[src/design/bsf_pkg.sv]
// Shared constants and types for the bit-stuffing framer with CRC-16.
// Used by bsf_crc, bsf_ctrl and bit_stuff_framer_crc16; no dependencies.
`timescale 1ns / 1ps

package bsf_pkg;

  localparam logic [7:0]  FLAG_BYTE = 8'h7E;
  localparam logic [15:0] CRC_POLY  = 16'h1021;
  localparam logic        APPEND_CRC_RESET = 1'b1;

  // One line bit with its markers
  typedef struct packed {
    logic last_of_run;
    logic frame_end;
    logic line_bit;
  } bsf_res_t;

  // Commands from the sequencer to the CRC unit
  typedef struct packed {
    logic clear;
    logic upd;
    logic data_bit;
    logic shift;
  } bsf_crc_ctl_t;

endpackage

[src/design/bit_stuff_framer_crc16.sv]
// Channel   Dir  Signals                          Contents
// s_axis    in   tvalid tready tdata[7:0] tlast   data_byte, last_byte
// m_axis    out  tvalid tready tdata[7:0] tuser   line_bit; frame_end; tlast = last_of_run
//                tlast
// cfg       in   cfg_valid cfg_ready cfg_data     append_crc
//
// One line bit leaves per cycle while m_axis drains; the sequencer steps
// only when the output register is free. Each accepted byte goes out as
// 8 to 10 line bits; a frame end adds 16 to 20 CRC bits (when enabled),
// 8 flag bits and up to 7 pad bits, and an opening flag adds 8 bits.
// s_axis is ready only while the sequencer is idle. Synchronous reset
// returns the block to idle outside a frame with append_crc set.
`timescale 1ns / 1ps

module bit_stuff_framer_crc16 (
  input  logic       clk,
  input  logic       rst,
  input  logic       s_axis_tvalid,
  output logic       s_axis_tready,
  input  logic [7:0] s_axis_tdata,   // [7:0] data_byte
  input  logic       s_axis_tlast,
  output logic       m_axis_tvalid,
  input  logic       m_axis_tready,
  output logic [7:0] m_axis_tdata,   // [0] line_bit, [7:1] zero
  output logic       m_axis_tuser,   // [0] frame_end
  output logic       m_axis_tlast,
  input  logic       cfg_valid,
  output logic       cfg_ready,
  input  logic       cfg_data
);
  import bsf_pkg::*;

  logic         append_crc;
  logic         step;
  logic         emit;
  logic         crc_msb;
  bsf_crc_ctl_t crc_ctl;
  bsf_res_t     res;
  bsf_res_t     out_q;

  assign cfg_ready = 1'b1;

  // Hold the CRC append option
  always_ff @(posedge clk) begin
    if (rst) begin
      append_crc <= APPEND_CRC_RESET;
    end else if (cfg_valid && cfg_ready) begin
      append_crc <= cfg_data;
    end
  end

  // Advance the sequencer whenever the output register can take a bit
  assign step = !m_axis_tvalid || m_axis_tready;

  bsf_ctrl u_ctrl (
    .clk        (clk),
    .rst        (rst),
    .in_valid   (s_axis_tvalid),
    .in_ready   (s_axis_tready),
    .in_byte    (s_axis_tdata),
    .in_last    (s_axis_tlast),
    .append_crc (append_crc),
    .step       (step),
    .crc_msb    (crc_msb),
    .crc_ctl    (crc_ctl),
    .emit       (emit),
    .res        (res)
  );

  bsf_crc u_crc (
    .clk     (clk),
    .rst     (rst),
    .ctl     (crc_ctl),
    .crc_msb (crc_msb)
  );

  // Output register
  always_ff @(posedge clk) begin
    if (rst) begin
      m_axis_tvalid <= 1'b0;
    end else if (step) begin
      m_axis_tvalid <= emit;
    end
    if (step && emit) begin
      out_q <= res;
    end
  end

  assign m_axis_tdata = {7'b0, out_q.line_bit};
  assign m_axis_tuser = out_q.frame_end;
  assign m_axis_tlast = out_q.last_of_run;

`ifndef SYNTHESIS
  a_frame_end_closes_run: assert property (@(posedge clk) disable iff (rst)
    m_axis_tvalid && m_axis_tuser |-> m_axis_tlast)
    else $error("frame end without end of run");

  a_busy_after_accept: assert property (@(posedge clk) disable iff (rst)
    s_axis_tvalid && s_axis_tready |=> !s_axis_tready)
    else $error("input ready right after a transaction");

  a_hold_while_stalled: assert property (@(posedge clk) disable iff (rst)
    m_axis_tvalid && !m_axis_tready |=> m_axis_tvalid && $stable(m_axis_tdata)
      && $stable(m_axis_tuser) && $stable(m_axis_tlast))
    else $error("output transaction changed while stalled");
`endif

endmodule

[src/design/bsf_crc.sv]
// Bit-serial CRC-16 unit (poly 0x1021, init 0): updates one data bit per cycle
// while upd is set, and shifts the result out MSB first. Depends on bsf_pkg.
`timescale 1ns / 1ps

module bsf_crc (
  input  logic                  clk,
  input  logic                  rst,
  input  bsf_pkg::bsf_crc_ctl_t ctl,
  output logic                  crc_msb
);
  import bsf_pkg::*;

  logic [15:0] crc;
  logic        fb;

  assign fb      = crc[15] ^ ctl.data_bit;
  assign crc_msb = crc[15];

  // Clear, fold in a data bit, or shift out the remainder
  always_ff @(posedge clk) begin
    if (rst || ctl.clear) begin
      crc <= '0;
    end else if (ctl.upd) begin
      crc <= {crc[14:0], 1'b0} ^ (fb ? CRC_POLY : 16'h0000);
    end else if (ctl.shift) begin
      crc <= {crc[14:0], 1'b0};
    end
  end

endmodule

[src/design/bsf_ctrl.sv]
// Framing sequencer: opening flag, stuffed data and CRC bits, closing flag
// and pad, one line bit per step. Depends on bsf_pkg and drives bsf_crc.
`timescale 1ns / 1ps

module bsf_ctrl (
  input  logic                  clk,
  input  logic                  rst,
  input  logic                  in_valid,
  output logic                  in_ready,
  input  logic [7:0]            in_byte,
  input  logic                  in_last,
  input  logic                  append_crc,
  input  logic                  step,
  input  logic                  crc_msb,
  output bsf_pkg::bsf_crc_ctl_t crc_ctl,
  output logic                  emit,
  output bsf_pkg::bsf_res_t     res
);
  import bsf_pkg::*;

  typedef enum logic [2:0] {
    ST_IDLE, ST_OPEN, ST_DATA, ST_CRC, ST_CLOSE, ST_PAD
  } state_t;

  state_t      st, st_next;
  logic [4:0]  cnt, cnt_next, cnt_inc;
  logic [7:0]  shreg, shreg_next;
  logic        last_q, last_next;
  logic        app_q, app_next;
  logic        in_frame, in_frame_next;
  logic [2:0]  ones, ones_next;
  logic [2:0]  phase, phase_next;
  logic        pend, pend_next;
  logic        bit_out;
  logic        end_frame;

  assign in_ready = (st == ST_IDLE);

  // Next-state and line-bit selection
  always_comb begin
    st_next       = st;
    cnt_next      = cnt;
    cnt_inc       = cnt;
    shreg_next    = shreg;
    last_next     = last_q;
    app_next      = app_q;
    in_frame_next = in_frame;
    ones_next     = ones;
    phase_next    = phase;
    pend_next     = pend;
    bit_out       = 1'b0;
    end_frame     = 1'b0;
    emit          = 1'b0;
    res           = '0;
    crc_ctl       = '0;

    case (st)
      ST_IDLE: begin
        if (in_valid) begin
          shreg_next    = in_byte;
          last_next     = in_last;
          app_next      = append_crc;
          cnt_next      = '0;
          in_frame_next = 1'b1;
          st_next       = in_frame ? ST_DATA : ST_OPEN;
        end
      end
      ST_OPEN: begin
        if (step) begin
          emit     = 1'b1;
          bit_out  = FLAG_BYTE[~cnt[2:0]];
          cnt_next = cnt + 5'd1;
          if (cnt[2:0] == 3'd7) begin
            cnt_next = '0;
            st_next  = ST_DATA;
          end
        end
      end
      ST_DATA, ST_CRC: begin
        if (step) begin
          emit       = 1'b1;
          phase_next = phase + 3'd1;
          if (pend) begin
            // Insert the stuffed zero after five ones
            bit_out   = 1'b0;
            pend_next = 1'b0;
            ones_next = '0;
          end else begin
            cnt_inc = cnt + 5'd1;
            if (st == ST_DATA) begin
              bit_out          = shreg[7];
              shreg_next       = {shreg[6:0], 1'b0};
              crc_ctl.upd      = 1'b1;
              crc_ctl.data_bit = shreg[7];
            end else begin
              bit_out       = crc_msb;
              crc_ctl.shift = 1'b1;
            end
            if (bit_out) begin
              if (ones == 3'd4) begin
                ones_next = '0;
                pend_next = 1'b1;
              end else begin
                ones_next = ones + 3'd1;
              end
            end else begin
              ones_next = '0;
            end
          end
          cnt_next = cnt_inc;
          if (!pend_next && (cnt_inc == ((st == ST_DATA) ? 5'd8 : 5'd16))) begin
            cnt_next = '0;
            if (st == ST_CRC) begin
              st_next = ST_CLOSE;
            end else if (!last_q) begin
              st_next         = ST_IDLE;
              res.last_of_run = 1'b1;
            end else begin
              st_next = app_q ? ST_CRC : ST_CLOSE;
            end
          end
        end
      end
      ST_CLOSE: begin
        if (step) begin
          emit       = 1'b1;
          bit_out    = FLAG_BYTE[~cnt[2:0]];
          phase_next = phase + 3'd1;
          cnt_next   = cnt + 5'd1;
          if (cnt[2:0] == 3'd7) begin
            cnt_next = '0;
            if (phase_next == 3'd0) begin
              end_frame = 1'b1;
            end else begin
              st_next = ST_PAD;
            end
          end
        end
      end
      ST_PAD: begin
        if (step) begin
          emit       = 1'b1;
          bit_out    = 1'b0;
          phase_next = phase + 3'd1;
          if (phase_next == 3'd0) begin
            end_frame = 1'b1;
          end
        end
      end
      default: begin
        st_next = ST_IDLE;
      end
    endcase

    // Close the frame and return to idle
    if (end_frame) begin
      res.frame_end   = 1'b1;
      res.last_of_run = 1'b1;
      st_next         = ST_IDLE;
      in_frame_next   = 1'b0;
      ones_next       = '0;
      phase_next      = '0;
      pend_next       = 1'b0;
      crc_ctl.clear   = 1'b1;
    end

    res.line_bit = bit_out;
  end

  // Hold sequencer state
  always_ff @(posedge clk) begin
    if (rst) begin
      st       <= ST_IDLE;
      cnt      <= '0;
      in_frame <= 1'b0;
      ones     <= '0;
      phase    <= '0;
      pend     <= 1'b0;
      last_q   <= 1'b0;
      app_q    <= 1'b0;
    end else begin
      st       <= st_next;
      cnt      <= cnt_next;
      in_frame <= in_frame_next;
      ones     <= ones_next;
      phase    <= phase_next;
      pend     <= pend_next;
      last_q   <= last_next;
      app_q    <= app_next;
    end
    shreg <= shreg_next;
  end

endmodule
[config.mk]
export PLATFORM = sky130hd
export DESIGN_NAME = bit_stuff_framer_crc16
export DESIGN_NICKNAME = d
export VERILOG_FILES = /design/src/design/bsf_pkg.sv /design/src/design/bit_stuff_framer_crc16.sv /design/src/design/bsf_crc.sv /design/src/design/bsf_ctrl.sv
export SDC_FILE = /design/constraint.sdc
export NUM_CORES = 1
export LEC_CHECK = 0
export ABC_CLOCK_PERIOD_IN_PS = 3800
export BUFFER_PORTS_ARGS = -buffer_cell sky130_fd_sc_hd__buf_2
export CAP_MARGIN = 20
export CORE_MARGIN = 2
export CORE_UTILIZATION = 55
export CTS_CLUSTER_SIZE = 25
export DETAILED_ROUTE_END_ITERATION = 10
export PLACE_DENSITY = 0.76
export SYNTH_ARGS = -nofsm -noshare
export SYNTH_HDL_FRONTEND = slang
export SYNTH_SLANG_ARGS = --single-unit
[constraint.sdc]
create_clock -name clk -period 3.8 [get_ports clk]
set_input_delay 0.19 -clock clk [delete_from_list [all_inputs] [get_ports clk]]
set_output_delay 0.19 -clock clk [all_outputs]
set_load 0.02 [all_outputs]
After elaboration in Yosys (flattened, before gate mapping)
Memory sizes are Yosys's and may differ from the RTL's.
Index checks and enable logic that the tools add are counted.
{ "totals": {"register_bits": 47, "romBits": 8, "inputBits": 15, "out_inout_bits": 13, "elab_cells": 132, "n_memories": 1} }
{ "memory_table": {"columns": ["memory", "depth", "width", "read_ports", "rd_clocked_by_memory_dff", "write_ports", "line", "rtl"], "rows": [
  ["(no name shown)", 8, 1, 1, 0, 0, "bsf_ctrl.sv:127", "bit_out = FLAG_BYTE[~cnt[2:0]];"]
]} }
{ "op_classes": {"add_sub_neg": 3, "order_cmp": 1, "eq_ne": 19, "mux": 67, "n_bitwise": 4, "reduce_logical": 22} }
{ "ops": {"columns": ["op", "count"], "rows": [
  ["2-to-1 mux 3 bit", 17],
  ["2-to-1 mux 5 bit", 9],
  ["2-to-1 mux 16 bit", 2],
  ["2-to-1 mux 8 bit", 4],
  ["2-to-1 mux 1 bit", 27],
  ["one-hot mux 8 bit (2 select lines)", 1],
  ["bitwise XOR 16 bit", 1],
  ["one-hot mux 3 bit (5 select lines)", 1],
  ["one-hot mux 5 bit (3 select lines)", 1],
  ["2-to-1 mux 13 bit", 1],
  ["equality test 3 bit, second input constant", 4],
  ["inequality test 2 bit, second input constant", 6],
  ["inequality test 2 x 1 -> 1 bit, second input constant", 5],
  ["AND reduction 9 bit", 1],
  ["adder 3 x 1 -> 3 bit, second input constant", 2],
  ["equality test 3 x 2 -> 1 bit, second input constant", 2],
  ["zero test 3 bit", 2],
  ["AND reduction 2 bit", 3],
  ["OR reduction 2 bit", 3],
  ["adder 5 x 1 -> 5 bit, second input constant", 1],
  ["equality test 5 bit", 1],
  ["AND reduction 5 bit", 1],
  ["OR reduction 5 bit", 1],
  ["< comparator 3 x 4 -> 1 bit, second input constant", 1],
  ["13 further kinds", 19]
]} }

Depth between registers and ports, before layout
Gate-level depths: netlist of the first run.
{ "logic_depth": {"ltp_word": 14, "mapped_depth": 9, "depth_no_buf": 8} }

By module
Synthesis of the first run repeated with hierarchy kept, for this count alone.
{ "unflattened": {"hier_cells": 300, "area_unflattened_um2": 2592.5} }
{ "by_module_without_submodules": {"columns": ["module", "instances", "cells_each", "area_each_um2", "seq_area_each_um2"], "rows": [
  ["bsf_ctrl", 1, 206, 1727.9, 600.6],
  ["bsf_crc", 1, 73, 623.1, 320.3],
  ["bit_stuff_framer_crc16", 1, 21, 241.5, 130.1]
]} }

Worst setup path before layout of the first run
Ideal clock, no wire load.
{ "synth_timing": {"path_kind": "register to register", "from": "register u_ctrl.cnt[1]", "to": "register u_ctrl.st[0]", "setup_ps": 70, "t_arrival_ps": 2529, "required_time_ps": 3730, "setup_slack_ps": 1200, "stages_incl_launch_ff": 9, "path_buffers": 0, "period_less_slack_ps": 2600, "cell_sequence": "dfxtp_1 ha_1 ha_1 nor4b_1 o32ai_1 or4_4 and3_4 or4_1 a21oi_1"} }
{ "synth_via": {"elab_chain_cells": 8, "elab_cells_between_ends": 15, "classes_between": "add/sub: 1; eq/ne: 5; mux: 6; reduce/logical: 3"} }
{ "synth_rtl": {"columns": ["item", "line", "rtl"], "rows": [
  ["start, declared", "bsf_ctrl.sv:26", "logic [4:0] cnt, cnt_next, cnt_inc;"],
  ["start signal, assigned", "bsf_ctrl.sv:183", "cnt <= cnt_next;"],
  ["adder 5 x 1 -> 5 bit", "bsf_ctrl.sv:89", "cnt_inc = cnt + 5'd1;"],
  ["2-to-1 mux 5 bit", "bsf_ctrl.sv:83", "if (pend) begin"],
  ["2-to-1 mux 5 bit", "bsf_ctrl.sv:80", "if (step) begin"],
  ["2-to-1 mux 5 bit", "bsf_ctrl.sv:57", "case (st)"],
  ["equality test 5 bit", "bsf_ctrl.sv:111", "if (!pend_next && (cnt_inc == ((st == ST_DATA) ? 5'd8 : 5'd16))) begin"],
  ["logical AND 1 bit", "bsf_ctrl.sv:111", null],
  ["inequality test 2 x 1 -> 1 bit (no line)", null, null],
  ["AND reduction 9 bit (no line)", null, null],
  ["end signal, assigned", "bsf_ctrl.sv:182", "st <= st_next;"],
  ["end, declared", "bsf_ctrl.sv:25", "state_t st, st_next;"]
]} }
Parallel ways exist; a longest one is shown, timed or not. The select of a mux whose other input is x is not followed.
A chain may end at the register's enable or synchronous reset.

Worst setup path in the final report of the first run
{ "layout_timing": {"from": "register u_ctrl.cnt[0]", "to": "register u_ctrl.st[0]"} }
The elaborated chain is that of the path after synthesis.

==> summary.md, run 1 <==
| Metric | Value |
|---|---|
| Status | completed |
| WHS Path Cells | 2 |
| Fillers | 408 |
| Setup WS pre-CTS | 0.8705 ns |
| Post-synth cell types | 50 |
| # DRC | 0 |
| Post-DP HPWL | 3403 um |
| Number of global-route vias before repair | 1926 |
| H-Tree Level Count | 2 |
| Final Max Slew Viols | 0 |
| Critical path class | flip-flop to flip-flop |
| Final hold viol count | 0 |
| TritonRoute pass-1 iters | 4 |
| Resize count post-CTS | 0 |
| Largest net degree at the start of global routing | 27 |
| Commonest cells in the netlist | nand2_1, dfxtp_1, a21oi_1 |
| Worst R2R Setup Slack | 0.77 ns |
| Setup Viol. Count Final | 0 |
| Max Buffers Root-to-Sink | 2 |
| Number of top-level pins | 28 |
| Die width | 70.78 um |
| Critical Path AT | 3.27 ns |
| Synth area leaders | dfxtp_1, edfxtp_1, nand2_1 |
| Final min period | 3.034 ns |
| Total Power | 1.654 mW |
| Mux contribution to synthesized area | 1.633% |
| Final instance area | 2631 um^2 |
| Startpoint Class | flip-flop |
| First-pass GRT wire length | 8473 um |
| Worst setup EP type | flip-flop |
| Top FF cell, synth | dfxtp_1 |
| Num CTS Buffers | 5 |
| Wire per inst | 13.55 um |
| Final Wtd Congestion | 0.8661 |
| GRT Total Usage | 20.88% |
| Clock Pin Slew Worst Setup and Hold Paths | 0.08 ns |
| Max Fclk | 329.6 MHz |
| Core Footprint | 4324 um^2 |
| Antenna viol nets, final | 0 |
| Lkg Pwr | 1.011 nW |
| Final WL | 4837 um |
| Hold_buf cts | 0 |
| Simple-Gate Fraction of Synth Area | 24.18% |
| Worst-Skew Late Latency | 0.30 ns |
| XOR/XNOR share of the synthesized area | 3.929% |
| Starting Density | 56.71% |
| Post-route setup slack | 0.7658 ns |
| Number of nets in the layout | 326 |
| Avg Vias per Cell | 5.821 |
| Post-Syn Area | 2452 um^2 |
| Post-Synth Adder-Cell Area | 3.571% |
| Placed cell area | 2514 um^2 |
| Largest family of logic cells by synthesized area | simple AND/OR/NAND/NOR gates |
| Dpl cells | 349 |
| P per Cell Area | 628.4 nW/um^2 |
| Fin crit share | 79.85% |
| GRT overflow | 0 |
| CTS Root Cell | clkbuf_8 |
| Async SR Flop Fraction | 0% |
| Synth warn | 0 |
| EDFF count, synth | 11 |
| Register area share after synthesis | 42.86% |
| IO buf count | 19 |
| Syn avg cell area | 8.313 um^2 |
| Worst Hold Slack | 0.09441 ns |
| Yosys top cell by area | dfxtp_1 |
| Worst slew pin tran | 1.004 ns |
| Worst min-delay path class | input pin to flip-flop |
| Vias | 2078 |
| Slew headroom | 32.80% |
| Rows | 24 |
| Area delta synth->final | 7.296% |
| Top cell type's share of synthesized area | 29.39% |
| Most common cell in the netlist | nand2_1 |
| VDD IR-drop max | 0.0003506 V |
| Max-cap violation count | 0 |
| Share of cells above drive strength 1 | 12.13% |
| Initial antenna violation count | 0 |
| Die area | 5009 um^2 |
| Compound-Gate Fraction of Synth Area | 16.89% |
| Final Util | 60.85% |
| Initial drt markers | 228 |
| RSZ-0062 raised after global routing | false |
| Reg2Reg Depth | 8 |
| Syn Inst Count | 295 |
| Clock sinks | 47 |
| Crit-path max FO | 9 |
| Crit path required time | 4.03 ns |
| N_diodes | 0 |
| # Post-CTS Setup Buffers | 0 |
| Layout Skew | 0.003839 ns |
| Die Span Y | 70.78 um |
| CTS tree | yes |
| Synth Register Bits | 47 |
| Non-Filler Instances | 357 |
| Setup TNS | 0 ns |
-- registers in the layout (all words and copies together), names as in the netlist --
signal / flops
m_axis_tlast: 1
u_ctrl.pend: 1
m_axis_tdata: 1
append_crc: 1
u_ctrl.phase: 3
u_ctrl.st: 3
u_ctrl.cnt: 5
u_ctrl.shreg: 8
u_ctrl.ones: 3
m_axis_tuser: 1
u_crc.crc: 16
u_ctrl.in_frame: 1
u_ctrl.last_q: 1
m_axis_tvalid: 1
u_ctrl.app_q: 1
-- layer usage --
layer,vias up,routed length [um],GRT usage [%]
met5,-,0,0
met4,0,127,9.224
met3,11,255,4.986
met2,64,2292,34.06
met1,977,2161,26.40
li1,1026,-,-
-- final cells by class --
class | count | area (um^2) | area share (%)
Clock inverter | 2 | 35.03 | 1.331
Clock buffer | 6 | 82.58 | 3.138
Multi-Input combinational cell | 221 | 1261 | 47.93
Inverter | 9 | 33.78 | 1.284
Sequential cell | 47 | 1051 | 39.94
Tap cell | 52 | 65.06 | 2.473
Timing Repair Buffer | 20 | 102.6 | 3.899
-- path summary, 6_finish.rpt --
path,start,end
worst max-delay path,u_ctrl.cnt[0]$_SDFFE_PP0P_,u_ctrl.st[0]$_SDFFE_PP0P_
worst min-delay path,cfg_data,append_crc$_SDFFE_PP1P_
worst max register to register,u_ctrl.cnt[0]$_SDFFE_PP0P_,u_ctrl.st[0]$_SDFFE_PP0P_
worst min register to register,u_crc.crc[3]$_SDFFE_PP0P_,u_crc.crc[4]$_SDFFE_PP0P_
-- placed cells by master, fill, tap and decap left out, drive strengths merged, types with 8 or more instances in the layout --
master  netlist  final
a21oi        31     31
buf          10     20
conb          2      8
dfxtp        36     36
edfxtp       11     11
inv           9      9
nand2        64     64
nor2         25     25
o21ai        10     10
-- worst max-delay path, stage by stage, from the launching register on --
cell     delay [ns]
dfxtp_1        0.51
ha_1           0.30
ha_1           0.29
nor4b_1        0.45
o32ai_1        0.17
or4_4          0.45
and3_4         0.19
or4_1          0.49
a21oi_1        0.12
-- where the power goes --
part	internal [mW]	switching, mW	total [mW]
sequential	0.633	0.0809	0.714
combinational	0.193	0.369	0.562
clock	0.213	0.165	0.378
-- logic make-up (layout without fill, tap and decap cells) --
family | after synthesis | count (layout)
simple gates | 125 | 125
compound gates | 66 | 66
flops | 47 | 47
buf+inv | 33 | 37
xor+xnor | 11 | 11
fa+ha+maj | 7 | 7
mux | 4 | 4
other cells | 2 | 8
No activity file was read; power rests on OpenSTA's default activity.
==> run 2: changes to the inputs <==
ABC_AREA = 1   (was default)
ABC_CLOCK_PERIOD_IN_PS = 2700   (was 3800)
CORE_UTILIZATION = 52   (was 55)
PLACE_DENSITY = 0.75   (was 0.76)
clock period = 2.7 ns   (was 3.8 ns; I/O delays follow)
==> run 2 against run 1 <==
  * Global-route usage fell by 1.7 points
  * Core utilization is 2.7 points lower
  * Register-to-register slack worse by 0.14 ns
  * Clock skew grew 0.0026 ns
  * Die area increased by 8.2%
  * Via count is 1.0% lower
  * Cell count grew 12%
  * Non-clock buffer count is 2 higher
  * Critical path type unchanged
==> summary.md, run 2 <==
| Metric | Value |
|---|---|
| Reg2Reg Depth | 7 |
| Clock sinks | 47 |
| Clock Pin Slew Worst Setup and Hold Paths | 0.09 ns |
| Post-synth cell types | 35 |
| GRT overflow | 0 |
| Commonest non-fill, non-tap cell in the layout | nand2_1 |
| Avg Vias per Cell | 5.130 |
| Core Footprint | 4692 um^2 |
| Die Span Y | 73.63 um |
| Final hold viol count | 0 |
| Non-Filler Instances | 401 |
| Worst-Skew Late Latency | 0.30 ns |
| H-Tree Level Count | 2 |
| Post-Syn Area | 2521 um^2 |
| Slew headroom | 57.18% |
| Wire per inst | 11.73 um |
| Worst R2R Setup Slack | 0.62 ns |
| Die width | 73.63 um |
| Final Wtd Congestion | 0.9305 |
| Worst Hold Slack | 0.05836 ns |
| Simple-Gate Fraction of Synth Area | 28.73% |
| GRT Total Usage | 19.22% |
| First-pass GRT wire length | 8093 um |
| Worst min-delay path class | input pin to flip-flop |
| WHS Path Cells | 2 |
| CTS Root Cell | clkbuf_8 |
| Synth area leaders | dfxtp_1, nand2_1, edfxtp_1 |
| Lkg Pwr | 1.164 nW |
| Critical Path AT | 2.29 ns |
| Status | completed |
| Crit path required time | 2.91 ns |
| Top flop regs | u_crc.crc: 16 flops, u_ctrl.shreg: 8 flops, u_ctrl.cnt: 5 flops |
| Setup TNS | 0 ns |
| Syn avg cell area | 7.663 um^2 |
| Worst path depth | 7 |
| Largest family of logic cells by synthesized area | simple AND/OR/NAND/NOR gates |
| Post-Synth Adder-Cell Area | 3.474% |
| Worst setup EP type | flip-flop |
| Worst slew pin tran | 0.6415 ns |
| Buf/Inv on CP | 2 |
| Initial antenna violation count | 0 |
| Mux contribution to synthesized area | 0% |
| Commonest cells in the netlist | nand2_1, dfxtp_1, a21oi_1 |
| # Post-CTS Setup Buffers | 0 |
| P per Cell Area | 896.3 nW/um^2 |
| Resize count post-CTS | 0 |
| Synth Register Bits | 47 |
| Post-DP HPWL | 3551 um |
| Max Buffers Root-to-Sink | 2 |
| IO buf count | 19 |
| Starting Density | 53.73% |
| Reg with most FFs | u_crc.crc |
| Final Max Slew Viols | 0 |
| Final min period | 2.078 ns |
| Final WL | 4702 um |
| XOR/XNOR share of the synthesized area | 2.084% |
| Syn Inst Count | 329 |
| # DRC | 0 |
| Compound-Gate Fraction of Synth Area | 13.95% |
| Yosys top cell by area | dfxtp_1 |
| Critical path class | flip-flop to flip-flop |
| Largest stage delay, worst path | 0.40 ns |
| Layout Skew | 0.006457 ns |
| Worst-path cell chain | ha_1 > ha_1 > o2111ai_1 > inv_2 > nor2_4 > inv_1 > a221oi_1 |
| VDD IR-drop max | 0.0004229 V |
| Max reg flops | 16 |
| Crit-path max FO | 21 |
| N_diodes | 0 |
| Top FF cell, synth | dfxtp_1 |
| Vias | 2057 |
| Number of nets in the layout | 368 |
| Worst reg2reg startpoint | u_ctrl.cnt[0]$_SDFFE_PP0P_ |
| Initial drt markers | 145 |
| Synth warn | 0 |
| Hold EP | append_crc$_SDFFE_PP1P_ |
| Max-cap violation count | 0 |
| Top cell type's share of synthesized area | 28.59% |
| Reg-to-Reg End | u_ctrl.ones[2]$_SDFFE_PP0P_ |
| Async SR Flop Fraction | 0% |
| CTS tree | yes |
| Most common cell in the netlist | nand2_1 |
| RSZ-0062 raised after global routing | false |
| Setup Viol. Count Final | 0 |
| Hold_sp | cfg_valid |
| Max Fclk | 481.2 MHz |
| Area delta synth->final | 8.288% |
| Most frequent cells in the layout | nand2_1, dfxtp_1, a21oi_1, inv_1 |
| Antenna viol nets, final | 0 |
| Largest net degree at the start of global routing | 22 |
| Register area share after synthesis | 41.69% |
| EDFF count, synth | 11 |
| Startpoint Class | flip-flop |
| Crit path max-delay cell type | dfxtp_1 |
| TritonRoute pass-1 iters | 4 |
| Fin crit share | 76.96% |
| Number of top-level pins | 28 |
| Num CTS Buffers | 5 |
| Critical path's top delay family | compound AO/OA/AOI/OAI gates |
| Dpl cells | 393 |
| Die area | 5421 um^2 |
| Rows | 25 |
| Crit path top cell by count | ha_1 |
| Share of cells above drive strength 1 | 17.29% |
| Number of global-route vias before repair | 1880 |
| Hold_buf cts | 0 |
==> run 2: changes by cell type after synthesis, sizes merged, moves of 5 or more <==
| cell | change |
|---|---|
| nand2 | +43 |
| inv | +26 |
| nand3 | +16 |
| clkbuf | -11 |
| o21ai | +7 |
| buf | +5 |
| nor2 | -5 |
==> run 2: layout make-up <==
class	instances	area, um^2
clock buffer	7	107.6
clock inverter	1	8.758
fill	446	1962
inverter	35	131.4
multi-input combinational	235	1246
sequential	47	1051
tap	54	67.56
timing repair buffer	22	117.6
==> run 2: worst max-delay path by stage <==
stage	startpoint	endpoint
6_report	u_ctrl.cnt[0]$_SDFFE_PP0P_	u_ctrl.ones[2]$_SDFFE_PP0P_
5_1_grt	u_ctrl.cnt[0]$_SDFFE_PP0P_	u_ctrl.ones[2]$_SDFFE_PP0P_
4_1_cts	u_ctrl.cnt[0]$_SDFFE_PP0P_	u_ctrl.ones[2]$_SDFFE_PP0P_
3_5_place_dp	u_ctrl.cnt[0]$_SDFFE_PP0P_	u_ctrl.ones[2]$_SDFFE_PP0P_
3_3_place_gp	u_ctrl.cnt[0]$_SDFFE_PP0P_	u_ctrl.ones[2]$_SDFFE_PP0P_
2_1_floorplan	u_ctrl.st[2]$_SDFFE_PP0P_	u_ctrl.shreg[0]$_SDFFCE_PN0P_
==> run 2: stage by stage <==
stage          utilization [%]  worst slack, ns  power (mW)  instance area [um^2]
2_1_floorplan                -           0.6972       1.741                  2544
3_3_place_gp             55.71           0.7032       1.937                  2614
3_5_place_dp             55.71           0.6415       1.952                  2614
4_1_cts                  58.19           0.6121       2.464                  2730
5_1_grt                  58.19           0.4006       2.614                  2730
6_report                 58.19           0.6220       2.447                  2730
==> run 2: cells by family after synthesis <==
kind of cell               after synthesis
AOI/OAI and AO/OA                       60
and+or+nand+nor                        154
other                                    2
buffers and inverters                   53
xor gates and xnor gates                 6
adders and majority gates                7
DFF                                     47
==> run 2: routing by layer <==
layer	share of wire, %	routed length, um	global-route usage [%]	vias up
met4	1.4	67	5.859	0
met3	3.8	177	4.252	7
met5	0	0	0	-
met2	47	2189	31.25	37
met1	48	2268	25.52	926
li1	-	-	-	1087
==> run 2: report_power, final <==
| part | leakage, nW | switching, mW | internal [mW] |
|---|---|---|---|
| Sequential | 0.401 | 0.0901 | 0.917 |
| Clock | 0.0600 | 0.247 | 0.268 |
| Combinational | 0.703 | 0.637 | 0.289 |
==> run 2: worst reg2reg max path: cells and delay by family, from the launching register on <==
family	cells	cell delay, ns
compound gates	2	0.56
fa+ha+maj	2	0.50
flops	1	0.40
buf+inv	2	0.39
simple gates	1	0.15
